--- src/rtl/lcc_pkg.sv ---
// ----------------------------------------------------------------------------
// lcc_pkg
// Shared constants and transaction types of the lattice coefficient
// compress and pack block.
// ----------------------------------------------------------------------------
package lcc_pkg;

  localparam int unsigned MODULUS         = 3329;
  localparam int unsigned COEFFS_PER_POLY = 256;
  localparam int unsigned MAX_SLOTS       = 4;

  localparam int unsigned COEFF_W   = 13;
  localparam int unsigned SLOT_W    = 2;
  localparam int unsigned VALUE_W   = 12;
  localparam int unsigned CWIDTH_W  = 4;
  localparam int unsigned TVAL_W    = 11;
  localparam int unsigned ADDR_W    = 11;
  localparam int unsigned INDEX_W   = 9;
  localparam int unsigned RES_W     = 7;
  localparam int unsigned RCNT_W    = 3;
  localparam int unsigned ACC_W     = 18;
  localparam int unsigned SCALED_W  = 23;

  localparam int unsigned ADDR_SHIFT = $clog2(COEFFS_PER_POLY / 8);

  localparam logic [CWIDTH_W-1:0] CWIDTH_RESET = 4'd4;
  localparam logic [CWIDTH_W-1:0] CWIDTH_MIN   = 4'd1;
  localparam logic [CWIDTH_W-1:0] CWIDTH_MAX   = 4'd11;

  // floor(x / MODULUS) = (x * RECIP_M) >> RECIP_SHIFT, exact for x < 2^23
  localparam int unsigned RECIP_SHIFT = 35;
  localparam logic [23:0] RECIP_M     = 24'd10321340;
  localparam logic [SCALED_W-1:0] HALF_Q = SCALED_W'(MODULUS / 2);

  localparam int unsigned PADDR_W   = 3;
  localparam int unsigned PDATA_W   = 32;
  localparam logic        REG_CWIDTH = 1'b0;

  typedef struct packed {
    logic signed [COEFF_W-1:0] coeff;
    logic [SLOT_W-1:0]         vector_slot;
    logic                      last_coeff;
  } in_item_t;

  typedef struct packed {
    logic [7:0]        out_byte;
    logic [ADDR_W-1:0] byte_address;
    logic              last_byte;
  } out_item_t;

endpackage

--- src/rtl/lattice_coeff_compress_pack_top.sv ---
// ----------------------------------------------------------------------------
// lattice_coeff_compress_pack_top
// Reduces, compresses to d bits and packs signed coefficients into bytes.
// ----------------------------------------------------------------------------
// Usage:
//   Coefficients enter on the in_* channel (valid/stall), one transaction per
//   coefficient. Packed bytes leave on the out_* channel, one per transaction,
//   each with its address in the vector and a mark on the final byte of a
//   polynomial. The width d sits in the APB register at address 0; the user
//   must write it only while the block is idle, as the block does not enforce it.
//   A coefficient passes through the input register, the compression
//   register after the multiplier and the output buffer before its first
//   byte is offered on the output.
//   Throughput: one coefficient per cycle while the output is not stalled and
//   no more than one byte per coefficient is produced; the output port moves
//   one byte per cycle, so coefficients that complete two bytes slow the input.
//   A stall on the output holds the current byte; the two-entry output buffer
//   and the two pipeline registers fill, and then in_stall_o rises.
//   Reset sets d to 4 and clears the bit residue, its count, the byte index
//   and all valid flags; no clearing pass follows.
// ----------------------------------------------------------------------------
module lattice_coeff_compress_pack_top (
  input  logic                                clk_i,
  input  logic                                rst_ni,
  input  logic                                in_valid_i,
  output logic                                in_stall_o,
  input  lcc_pkg::in_item_t                   in_data_i,
  output logic                                out_valid_o,
  input  logic                                out_stall_i,
  output lcc_pkg::out_item_t                  out_data_o,
  input  logic                                psel,
  input  logic                                penable,
  input  logic                                pwrite,
  input  logic [lcc_pkg::PADDR_W-1:0]         paddr,
  input  logic [lcc_pkg::PDATA_W-1:0]         pwdata,
  output logic [lcc_pkg::PDATA_W-1:0]         prdata,
  output logic                                pready
);
  import lcc_pkg::*;

  logic [CWIDTH_W-1:0] cwidth_q;
  logic [CWIDTH_W-1:0] d_eff;

  logic     valid_a_q;
  in_item_t item_a_q;

  logic              valid_b_q;
  logic [TVAL_W-1:0] t_q;
  logic [SLOT_W-1:0] slot_b_q;
  logic              last_b_q;

  logic [RES_W-1:0]   res_q, res_d;
  logic [RCNT_W-1:0]  rcnt_q, rcnt_d;
  logic [INDEX_W-1:0] bidx_q, bidx_d;

  out_item_t buf_q [2];
  out_item_t buf_d [2];
  logic [1:0] cnt_q, cnt_d;

  logic in_accept, load_b, fire_b, b_free, pop;
  logic [1:0] cnt_rem;

  // configuration
  assign pready = 1'b1;
  assign prdata = (paddr[2] == REG_CWIDTH) ? PDATA_W'(cwidth_q) : '0;

  always_ff @(posedge clk_i or negedge rst_ni) begin
    if (!rst_ni) begin
      cwidth_q <= CWIDTH_RESET;
    end else if (psel && penable && pwrite && pready && (paddr[2] == REG_CWIDTH)) begin
      cwidth_q <= pwdata[CWIDTH_W-1:0];
    end
  end

  always_comb begin
    if (cwidth_q < CWIDTH_MIN) begin
      d_eff = CWIDTH_MIN;
    end else if (cwidth_q > CWIDTH_MAX) begin
      d_eff = CWIDTH_MAX;
    end else begin
      d_eff = cwidth_q;
    end
  end

  // flow control
  assign pop       = (cnt_q != 2'd0) && !out_stall_i;
  assign cnt_rem   = cnt_q - {1'b0, pop};
  assign b_free    = !valid_b_q || fire_b;
  assign load_b    = valid_a_q && b_free;
  assign in_stall_o = valid_a_q && !load_b;
  assign in_accept = in_valid_i && !in_stall_o;

  // stage A: reduce and compress
  logic [COEFF_W-1:0]  raw, mag, mred;
  logic [VALUE_W-1:0]  u;
  logic [SCALED_W-1:0] scaled;
  logic [46:0]         prod;
  logic [VALUE_W-1:0]  quot, tmask;

  always_comb begin
    raw  = item_a_q.coeff;
    mag  = COEFF_W'(0) - raw;
    mred = (mag >= COEFF_W'(MODULUS)) ? mag - COEFF_W'(MODULUS) : mag;
    if (raw[COEFF_W-1]) begin
      u = (mred == '0) ? '0 : VALUE_W'(COEFF_W'(MODULUS) - mred);
    end else if (raw[VALUE_W-1:0] >= VALUE_W'(MODULUS)) begin
      u = raw[VALUE_W-1:0] - VALUE_W'(MODULUS);
    end else begin
      u = raw[VALUE_W-1:0];
    end
    scaled = (SCALED_W'(u) << d_eff) + HALF_Q;
    prod   = {24'b0, scaled} * {23'b0, RECIP_M};
    quot   = prod[46:RECIP_SHIFT];
    tmask  = (VALUE_W'(1) << d_eff) - VALUE_W'(1);
  end

  always_ff @(posedge clk_i or negedge rst_ni) begin
    if (!rst_ni) begin
      valid_a_q <= 1'b0;
      valid_b_q <= 1'b0;
    end else begin
      if (in_accept) begin
        valid_a_q <= 1'b1;
      end else if (load_b) begin
        valid_a_q <= 1'b0;
      end
      if (load_b) begin
        valid_b_q <= 1'b1;
      end else if (fire_b) begin
        valid_b_q <= 1'b0;
      end
    end
  end

  always_ff @(posedge clk_i) begin
    if (in_accept) begin
      item_a_q <= in_data_i;
    end
    if (load_b) begin
      t_q      <= TVAL_W'(quot & tmask);
      slot_b_q <= item_a_q.vector_slot;
      last_b_q <= item_a_q.last_coeff;
    end
  end

  // stage B: pack into bytes
  logic [ACC_W-1:0]  acc;
  logic [4:0]        bits;
  logic [1:0]        nbytes;
  logic [SLOT_W-1:0] slot_sat;
  logic [5:0]        slot_d;
  logic [ADDR_W-1:0] base;
  out_item_t         r0, r1;

  always_comb begin
    acc    = (ACC_W'(t_q) << rcnt_q) | ACC_W'(res_q);
    bits   = 5'(rcnt_q) + 5'(d_eff);
    nbytes = bits[4] ? 2'd2 : (bits[3] ? 2'd1 : 2'd0);
    slot_sat = ({1'b0, slot_b_q} >= (SLOT_W+1)'(MAX_SLOTS)) ?
               SLOT_W'(MAX_SLOTS - 1) : slot_b_q;
    slot_d = 6'(slot_sat) * 6'(d_eff);
    base   = ADDR_W'(slot_d) << ADDR_SHIFT;
    r0.out_byte     = acc[7:0];
    r0.byte_address = base + ADDR_W'(bidx_q);
    r0.last_byte    = last_b_q && (nbytes == 2'd1);
    r1.out_byte     = acc[15:8];
    r1.byte_address = base + ADDR_W'(bidx_q + INDEX_W'(1));
    r1.last_byte    = last_b_q && (nbytes == 2'd2);
    fire_b = valid_b_q && ((3'(cnt_rem) + 3'(nbytes)) <= 3'd2);

    res_d  = res_q;
    rcnt_d = rcnt_q;
    bidx_d = bidx_q;
    if (fire_b) begin
      if (last_b_q) begin
        res_d  = '0;
        rcnt_d = '0;
        bidx_d = '0;
      end else begin
        case (nbytes)
          2'd2:    res_d = RES_W'(acc[17:16]);
          2'd1:    res_d = acc[14:8];
          default: res_d = acc[6:0];
        endcase
        rcnt_d = bits[2:0];
        bidx_d = bidx_q + INDEX_W'(nbytes);
      end
    end
  end

  // output buffer
  always_comb begin
    buf_d[0] = pop ? buf_q[1] : buf_q[0];
    buf_d[1] = buf_q[1];
    cnt_d    = cnt_rem;
    if (fire_b) begin
      if (cnt_rem == 2'd0) begin
        buf_d[0] = r0;
        buf_d[1] = r1;
      end else if (cnt_rem == 2'd1) begin
        buf_d[1] = r0;
      end
      cnt_d = cnt_rem + nbytes;
    end
  end

  always_ff @(posedge clk_i or negedge rst_ni) begin
    if (!rst_ni) begin
      res_q  <= '0;
      rcnt_q <= '0;
      bidx_q <= '0;
      cnt_q  <= '0;
    end else begin
      res_q  <= res_d;
      rcnt_q <= rcnt_d;
      bidx_q <= bidx_d;
      cnt_q  <= cnt_d;
    end
  end

  always_ff @(posedge clk_i) begin
    buf_q[0] <= buf_d[0];
    buf_q[1] <= buf_d[1];
  end

  assign out_valid_o = (cnt_q != 2'd0);
  assign out_data_o  = buf_q[0];

  a_buf_bound: assert property (@(posedge clk_i) disable iff (!rst_ni)
    cnt_q != 2'd3) else $error("output buffer overfilled");

  a_last_clears: assert property (@(posedge clk_i) disable iff (!rst_ni)
    fire_b && last_b_q |=> (rcnt_q == '0) && (bidx_q == '0) && (res_q == '0))
    else $error("packing state not cleared after final coefficient");

  a_stall_holds_a: assert property (@(posedge clk_i) disable iff (!rst_ni)
    in_stall_o |=> valid_a_q && $stable(item_a_q))
    else $error("input register lost a held transaction");

endmodule
--- config.mk ---
export PLATFORM = sky130hd
export DESIGN_NAME = lattice_coeff_compress_pack_top
export DESIGN_NICKNAME = d
export VERILOG_FILES = /design/src/rtl/lcc_pkg.sv /design/src/rtl/lattice_coeff_compress_pack_top.sv
export SDC_FILE = /design/constraint.sdc
export NUM_CORES = 1
export LEC_CHECK = 0
export ABC_AREA = 0
export BUFFER_PORTS_ARGS = -buffer_cell sky130_fd_sc_hd__buf_2
export CORE_MARGIN = 8
export CORE_UTILIZATION = 60
export DETAILED_ROUTE_END_ITERATION = 6
export GPL_ROUTABILITY_DRIVEN = 0
export MAX_ROUTING_LAYER = met4
export PLACE_DENSITY = 0.79
export SLEW_MARGIN = 40
export SYNTH_ARGS = -nofsm -noshare
export SYNTH_HDL_FRONTEND = slang
export SYNTH_SLANG_ARGS = --single-unit
export TNS_END_PERCENT = 10
--- constraint.sdc ---
create_clock -name clk_i -period 15 [get_ports clk_i]
set_input_delay 3 -clock clk_i [delete_from_list [all_inputs] [get_ports clk_i]]
set_output_delay 3 -clock clk_i [all_outputs]
set_load 0.005 [all_outputs]
==> results of run 1 <==
sequential cells by signal, indices dropped and copies added, names as in the netlist:
name	flops
t_q	11
res_q	7
last_b_q	1
rcnt_q	3
raw	13
cnt_q	2
item_a_q	3
valid_a_q	1
cwidth_q	4
slot_b_q	2
buf_q	40
bidx_q	9
valid_b_q	1
worst max-delay path, delay by kind of cell, from the launching register on:
family / cells / cell delay, ns
muxes: 2 / 0.55
adders and majority gates: 10 / 3.94
xor gates and xnor gates: 2 / 0.26
DFF: 1 / 0.58
buffers and inverters: 5 / 0.35
AOI/OAI and AO/OA: 17 / 4.25
and+or+nand+nor: 16 / 3.99
per-layer routing:
layer	part of all wire, %	GRT usage, %	vias to the layer above
li1	-	-	6376
met1	42	32.8	6679
met2	48	41.0	560
met3	7.4	4.16	101
met4	2.9	8.06	0
met5	0	-	-
final cells by class:
class	count	area, um^2	share of cell area (%)
clock buffer	9	225	1.20
clock inverter	7	58.8	0.314
inverter	340	1280	6.82
multi-input combinational	1394	13600	72.8
sequential	97	2580	13.8
tap	390	488	2.61
timing repair buffer	80	468	2.50
logic make-up (layout without fill, tap and decap cells):
| logic type | after synthesis | count (layout) | synth area share [%] |
|---|---|---|---|
| multiplexers | 53 | 53 | 3.20 |
| XOR/XNOR | 99 | 99 | 5.40 |
| buffers and inverters | 460 | 436 | 10.9 |
| AND/OR/NAND/NOR | 416 | 416 | 11.8 |
| flip-flops | 97 | 97 | 14.4 |
| other | 2 | 39 | 0.0419 |
| adder cells (fa/ha/maj) | 455 | 455 | 41.1 |
| AO/OA/AOI/OAI | 332 | 332 | 13.1 |
through the flow:
step,cells,cell area (um^2),util [%]
after detailed placement,2299,18400,62.1
after floorplan,1951,18100,-
after CTS,2315,18600,63.1
final,2317,18700,63.3
after global routing,2317,18700,63.3
after global placement,2299,18300,62.1
cells in the final DEF (no fill, tap or decap), drive strengths merged, types with 13 or more instances in the layout:
master,netlist,final
nor3,39,39
or3,25,25
fa,225,225
dfxtp,20,20
mux2,15,15
xnor2,63,63
edfxtp,50,50
nand2,109,109
a21oi,77,77
conb,2,39
dfrtp,26,26
o21ai,72,72
xor2,30,30
ha,230,230
a21o,18,18
a211oi,16,16
inv,337,342
nand4,18,18
and3,13,13
nand3,31,31
nor2,93,93
mux2i,37,37
and2,36,36
buf,65,80
final timing paths:
path,end,cells after the start,from,slack [ns]
max,t_q[10],52,raw[4],0.78
min,slot_b_q[0],0,item_a_q[1],0.42
max reg2reg,t_q[10],52,raw[4],0.78
min reg2reg,slot_b_q[0],0,item_a_q[1],0.42
max in group asynchronous,res_q[3],1,rst_ni,11.90
min in group asynchronous,bidx_q[0],1,rst_ni,2.67
what timing repair did:
| action | in CTS | in global routing |
|---|---|---|
| buffers inserted | 0 | 2 |
| endpoints found under the setup margin | 0 | 6 |
| gates resized for setup | 0 | 8 |
==> results.json, run 1 <==
{
  "filler_cell_count": 2394,
  "synth_area_per_cell_um2": 9.37,
  "post-synth-top-count-cell": "sky130_fd_sc_hd__inv_1",
  "io_buffer_count": 53,
  "nNetsFinal": 2435,
  "critPathRequiredTime_ns": 15.09,
  "maximum_level_of_the_cts_h_tree": 3,
  "post_placement_worst_setup_slack_ns": 0.462,
  "post_synth_instance_area_mm2": 0.0179,
  "tritoncts": "built",
  "setup_slack_ns": 0.779,
  "timing_hold_violations_final": 0,
  "die_height_um": 189,
  "cpPeakStageDelay_ns": 0.58,
  "io_pins": 113,
  "num_rows": 63,
  "slew_headroom_pct": 43.6,
  "setup_viol_count_final": 0,
  "drv.max_cap_violation_count": 0,
  "yosysTopAreaCellShare_pct": 25.1,
  "crit_path_start_kind": "flop",
  "dr.first_iter.drc_count": 1455,
  "holdCritPathClass": "reg -> reg",
  "run_status": "finished clean",
  "fp.dieW_um": 189,
  "yosys_warnings": 0,
  "die-area_mm2": 0.0357,
  "cts-hold-fix-buffers": 0,
  "clock_path_buffers": 2,
  "grt_setup_unrepaired": "no",
  "detail_route.first_pass.iterations": 7,
  "slowest_library_cell_on_the_worst_path": "sky130_fd_sc_hd__edfxtp_1",
  "maxClockFrequency_mhz": 70.3,
  "floorplan.initialDensity_pct": 60.7,
  "numCtsBuffers": 9,
  "grt_antenna_before_repair": 0,
  "critical_path.max_fanout": 22,
  "ys_top_cells_by_count": "sky130_fd_sc_hd__inv_1 (335), sky130_fd_sc_hd__ha_1 (230), sky130_fd_sc_hd__fa_1 (225), sky130_fd_sc_hd__nand2_1 (108), sky130_fd_sc_hd__nor2_1 (92)",
  "detail_route.wirelength_mm": 43.0,
  "synth.ff_latch_count": 97,
  "crit_type": "reg -> reg",
  "drc": 0,
  "antennaDiodeCount": 0,
  "clkLatencyLatePin_ns": 0.35,
  "asyncSetResetFlopFracSynth_pct": 27.8,
  "clock-sinks": 97,
  "core_area_mm2": 0.0296,
  "flow.area_growth_from_synthesis_pct": 4.30,
  "drt-wirelength-per-cell_um": 18.5,
  "synth_sequential_area_ratio_pct": 14.4,
  "synth_top_cells_by_area": "sky130_fd_sc_hd__fa_1 (25%), sky130_fd_sc_hd__ha_1 (16%), sky130_fd_sc_hd__edfxtp_1 (8.4%)",
  "whs_ns": 0.420,
  "tightestPinTransition_ns": 0.841,
  "min_period_ns": 14.22,
  "path_clk_slew_ns": 0.07,
  "total_global_routing_track_utilization_pct": 25.5,
  "vias_per_cell": 5.92,
  "netlist.top_cell.by_area": "sky130_fd_sc_hd__fa_1",
  "fin_worst_skew_ns": 0.0107,
  "synth-main-ff-cell": "sky130_fd_sc_hd__edfxtp_1",
  "finalSetupTns_ns": 0,
  "number_of_different_library_cells_in_the_post_synthesis_netlist": 103,
  "synth_enable_flop_cells": 50,
  "drv_slew": 0,
  "clock-root-buffer": "sky130_fd_sc_hd__clkbuf_16",
  "post-route-period-util_pct": 94.8,
  "grt_start_max_net_pins": 40,
  "global_route.overflow_total": 0,
  "layout_cells_sized_above_1_pct": 8.46,
  "drt.antenna.violating_nets": 0,
  "endpoint_kind": "flop",
  "via_count_of_the_first_global_routing_pass": 14241,
  "vias": 13716,
  "grt_pass1_wl_mm": 72.2,
  "syn_inst": 1914,
  "detailed_place_hpwl_mm": 36.2,
  "worstPathArrival_ns": 14.31
}
Power of run 1 is not shown: default switching activity piles up to over one toggle a cycle in this logic, so the estimate is an artifact.
==> run 2: changes to the inputs <==
CTS_BUF_LIST = sky130_fd_sc_hd__clkbuf_4   (was default)
MAX_ROUTING_LAYER = default   (was met4)
clock period = 17.7 ns   (was 15 ns; I/O delays follow)
==> results.json, run 2 (synthesis gave the netlist of run 1 again) <==
{
  "tritoncts": "built",
  "critPathRequiredTime_ns": 17.91,
  "layout_cells_sized_above_1_pct": 7.48,
  "path_clk_slew_ns": 0.16,
  "detailed_place_hpwl_mm": 36.0,
  "drv_slew": 0,
  "cpPeakStageDelay_ns": 0.73,
  "clock-sinks": 97,
  "via_count_of_the_first_global_routing_pass": 14090,
  "vias_per_cell": 5.96,
  "fp.dieW_um": 189,
  "dpl_cell_area_mm2": 0.0183,
  "die_height_um": 189,
  "slowest_library_cell_on_the_worst_path": "sky130_fd_sc_hd__edfxtp_1",
  "total_global_routing_track_utilization_pct": 24.7,
  "crit_type": "reg -> reg",
  "clock_path_buffers": 2,
  "grt_antenna_before_repair": 1,
  "flow.area_growth_from_synthesis_pct": 2.65,
  "drv.max_cap_violation_count": 0,
  "die-area_mm2": 0.0357,
  "drt-wirelength-per-cell_um": 18.5,
  "clock-root-buffer": "sky130_fd_sc_hd__clkbuf_4",
  "endpoint_kind": "flop",
  "largest_register_ff_count": 40,
  "grt_start_max_net_pins": 40,
  "numCtsBuffers": 9,
  "dr.first_iter.drc_count": 1231,
  "mostFrequentLayoutCell": "sky130_fd_sc_hd__inv_1",
  "maximum_level_of_the_cts_h_tree": 3,
  "worstPathArrival_ns": 16.36,
  "run_status": "complete, but fails checks",
  "timing_hold_violations_final": 0,
  "drt.antenna.violating_nets": 0,
  "fin_worst_skew_ns": 0.0356,
  "slew_headroom_pct": 41.6,
  "setup_viol_count_final": 0,
  "most_frequent_cells_in_the_layout": "sky130_fd_sc_hd__inv_1 (335), sky130_fd_sc_hd__ha_1 (230), sky130_fd_sc_hd__fa_1 (225)",
  "tightestPinTransition_ns": 0.873,
  "detail_route.first_pass.iterations": 7,
  "critical_path_s_most_frequent_cell": "sky130_fd_sc_hd__fa_1",
  "finalSetupTns_ns": 0,
  "min_period_ns": 16.14,
  "clkLatencyLatePin_ns": 0.49,
  "cts_resized": 0,
  "drc": 5,
  "detail_route.wirelength_mm": 42.5,
  "hold_depth": 0,
  "grt_pass1_wl_mm": 72.1,
  "post-route-period-util_pct": 91.2,
  "crit_path_start_kind": "flop",
  "maxClockFrequency_mhz": 62.0,
  "critical_path.max_fanout": 21,
  "num_rows": 63,
  "postCtsSetupBuffers": 0,
  "top_register_by_number_of_flip_flops": "buf_q",
  "global_route.overflow_total": 0,
  "r2r_cells": 55,
  "nNetsFinal": 2420,
  "grt_setup_unrepaired": "no",
  "cts-hold-fix-buffers": 0,
  "floorplan.initialDensity_pct": 60.7,
  "io_buffer_count": 53,
  "io_pins": 113,
  "failing_checks": "design-rule violations",
  "holdCritPathClass": "reg -> reg",
  "filler_cell_count": 2413,
  "finish.instance_area_mm2": 0.0184,
  "vias": 13728,
  "core_area_mm2": 0.0296
}
## run 2: changes by cell type in the layout (fill, tap and decap cells not counted), sizes merged
cell,change
clkinv,+3
buf,-15
diode,+1
inv,-2
clkinvlp,-1
## run 2: metrics by stage
step           hold WS, ns  setup WS (ns)  cells  util [%]
5_1_grt              0.434          0.620   2303      62.3
3_5_place_dp         0.417           2.01   2286      61.8
6_report             0.442           1.56   2303      62.3
2_1_floorplan        0.400           3.82   1951         -
3_3_place_gp         0.406           2.25   2286      61.7
4_1_cts              0.441           1.92   2302      62.3
## run 2: area by class of cell
type                    instances  area (um^2)  area share [%]
clock inverters                 7         62.6           0.340
flip-flops and latches         97         2580            14.0
diodes                          1         2.50          0.0136
inverters                     340         1280            6.93
multi-input cells            1394        13600            73.8
clock buffers                   9         67.6           0.367
well taps                     390          488            2.65
repair buffers                 65          355            1.93
## run 2: final timing paths
path | startpoint | endpoint | slack [ns]
worst max-delay path | raw[0] | t_q[10] | 1.56
worst min-delay path | item_a_q[0] | last_b_q | 0.44
worst max register to register | raw[0] | t_q[10] | 1.56
worst min register to register | item_a_q[0] | last_b_q | 0.44
max in group asynchronous | rst_ni | res_q[1] | 14.20
min in group asynchronous | rst_ni | bidx_q[7] | 3.05
## run 2: critical path: cells and delay by family, from the launching register on
kind                       cells  cell delay [ns]
DFF                            1             0.73
and+or+nand+nor               18             3.85
adders and majority gates     11             4.55
buffers and inverters          6             0.71
xor gates and xnor gates       3             1.00
AOI/OAI and AO/OA             15             4.48
muxes                          2             0.56
## run 2: per-layer routing
metal	share of wire, %	up-vias	track usage, %
met3	7.4	88	3.46
met5	0	-	0
met1	42	6778	33.4
met2	48	519	41.2
li1	-	6343	-
met4	2.6	0	6.43
Power of run 2 is left out for the same reason.
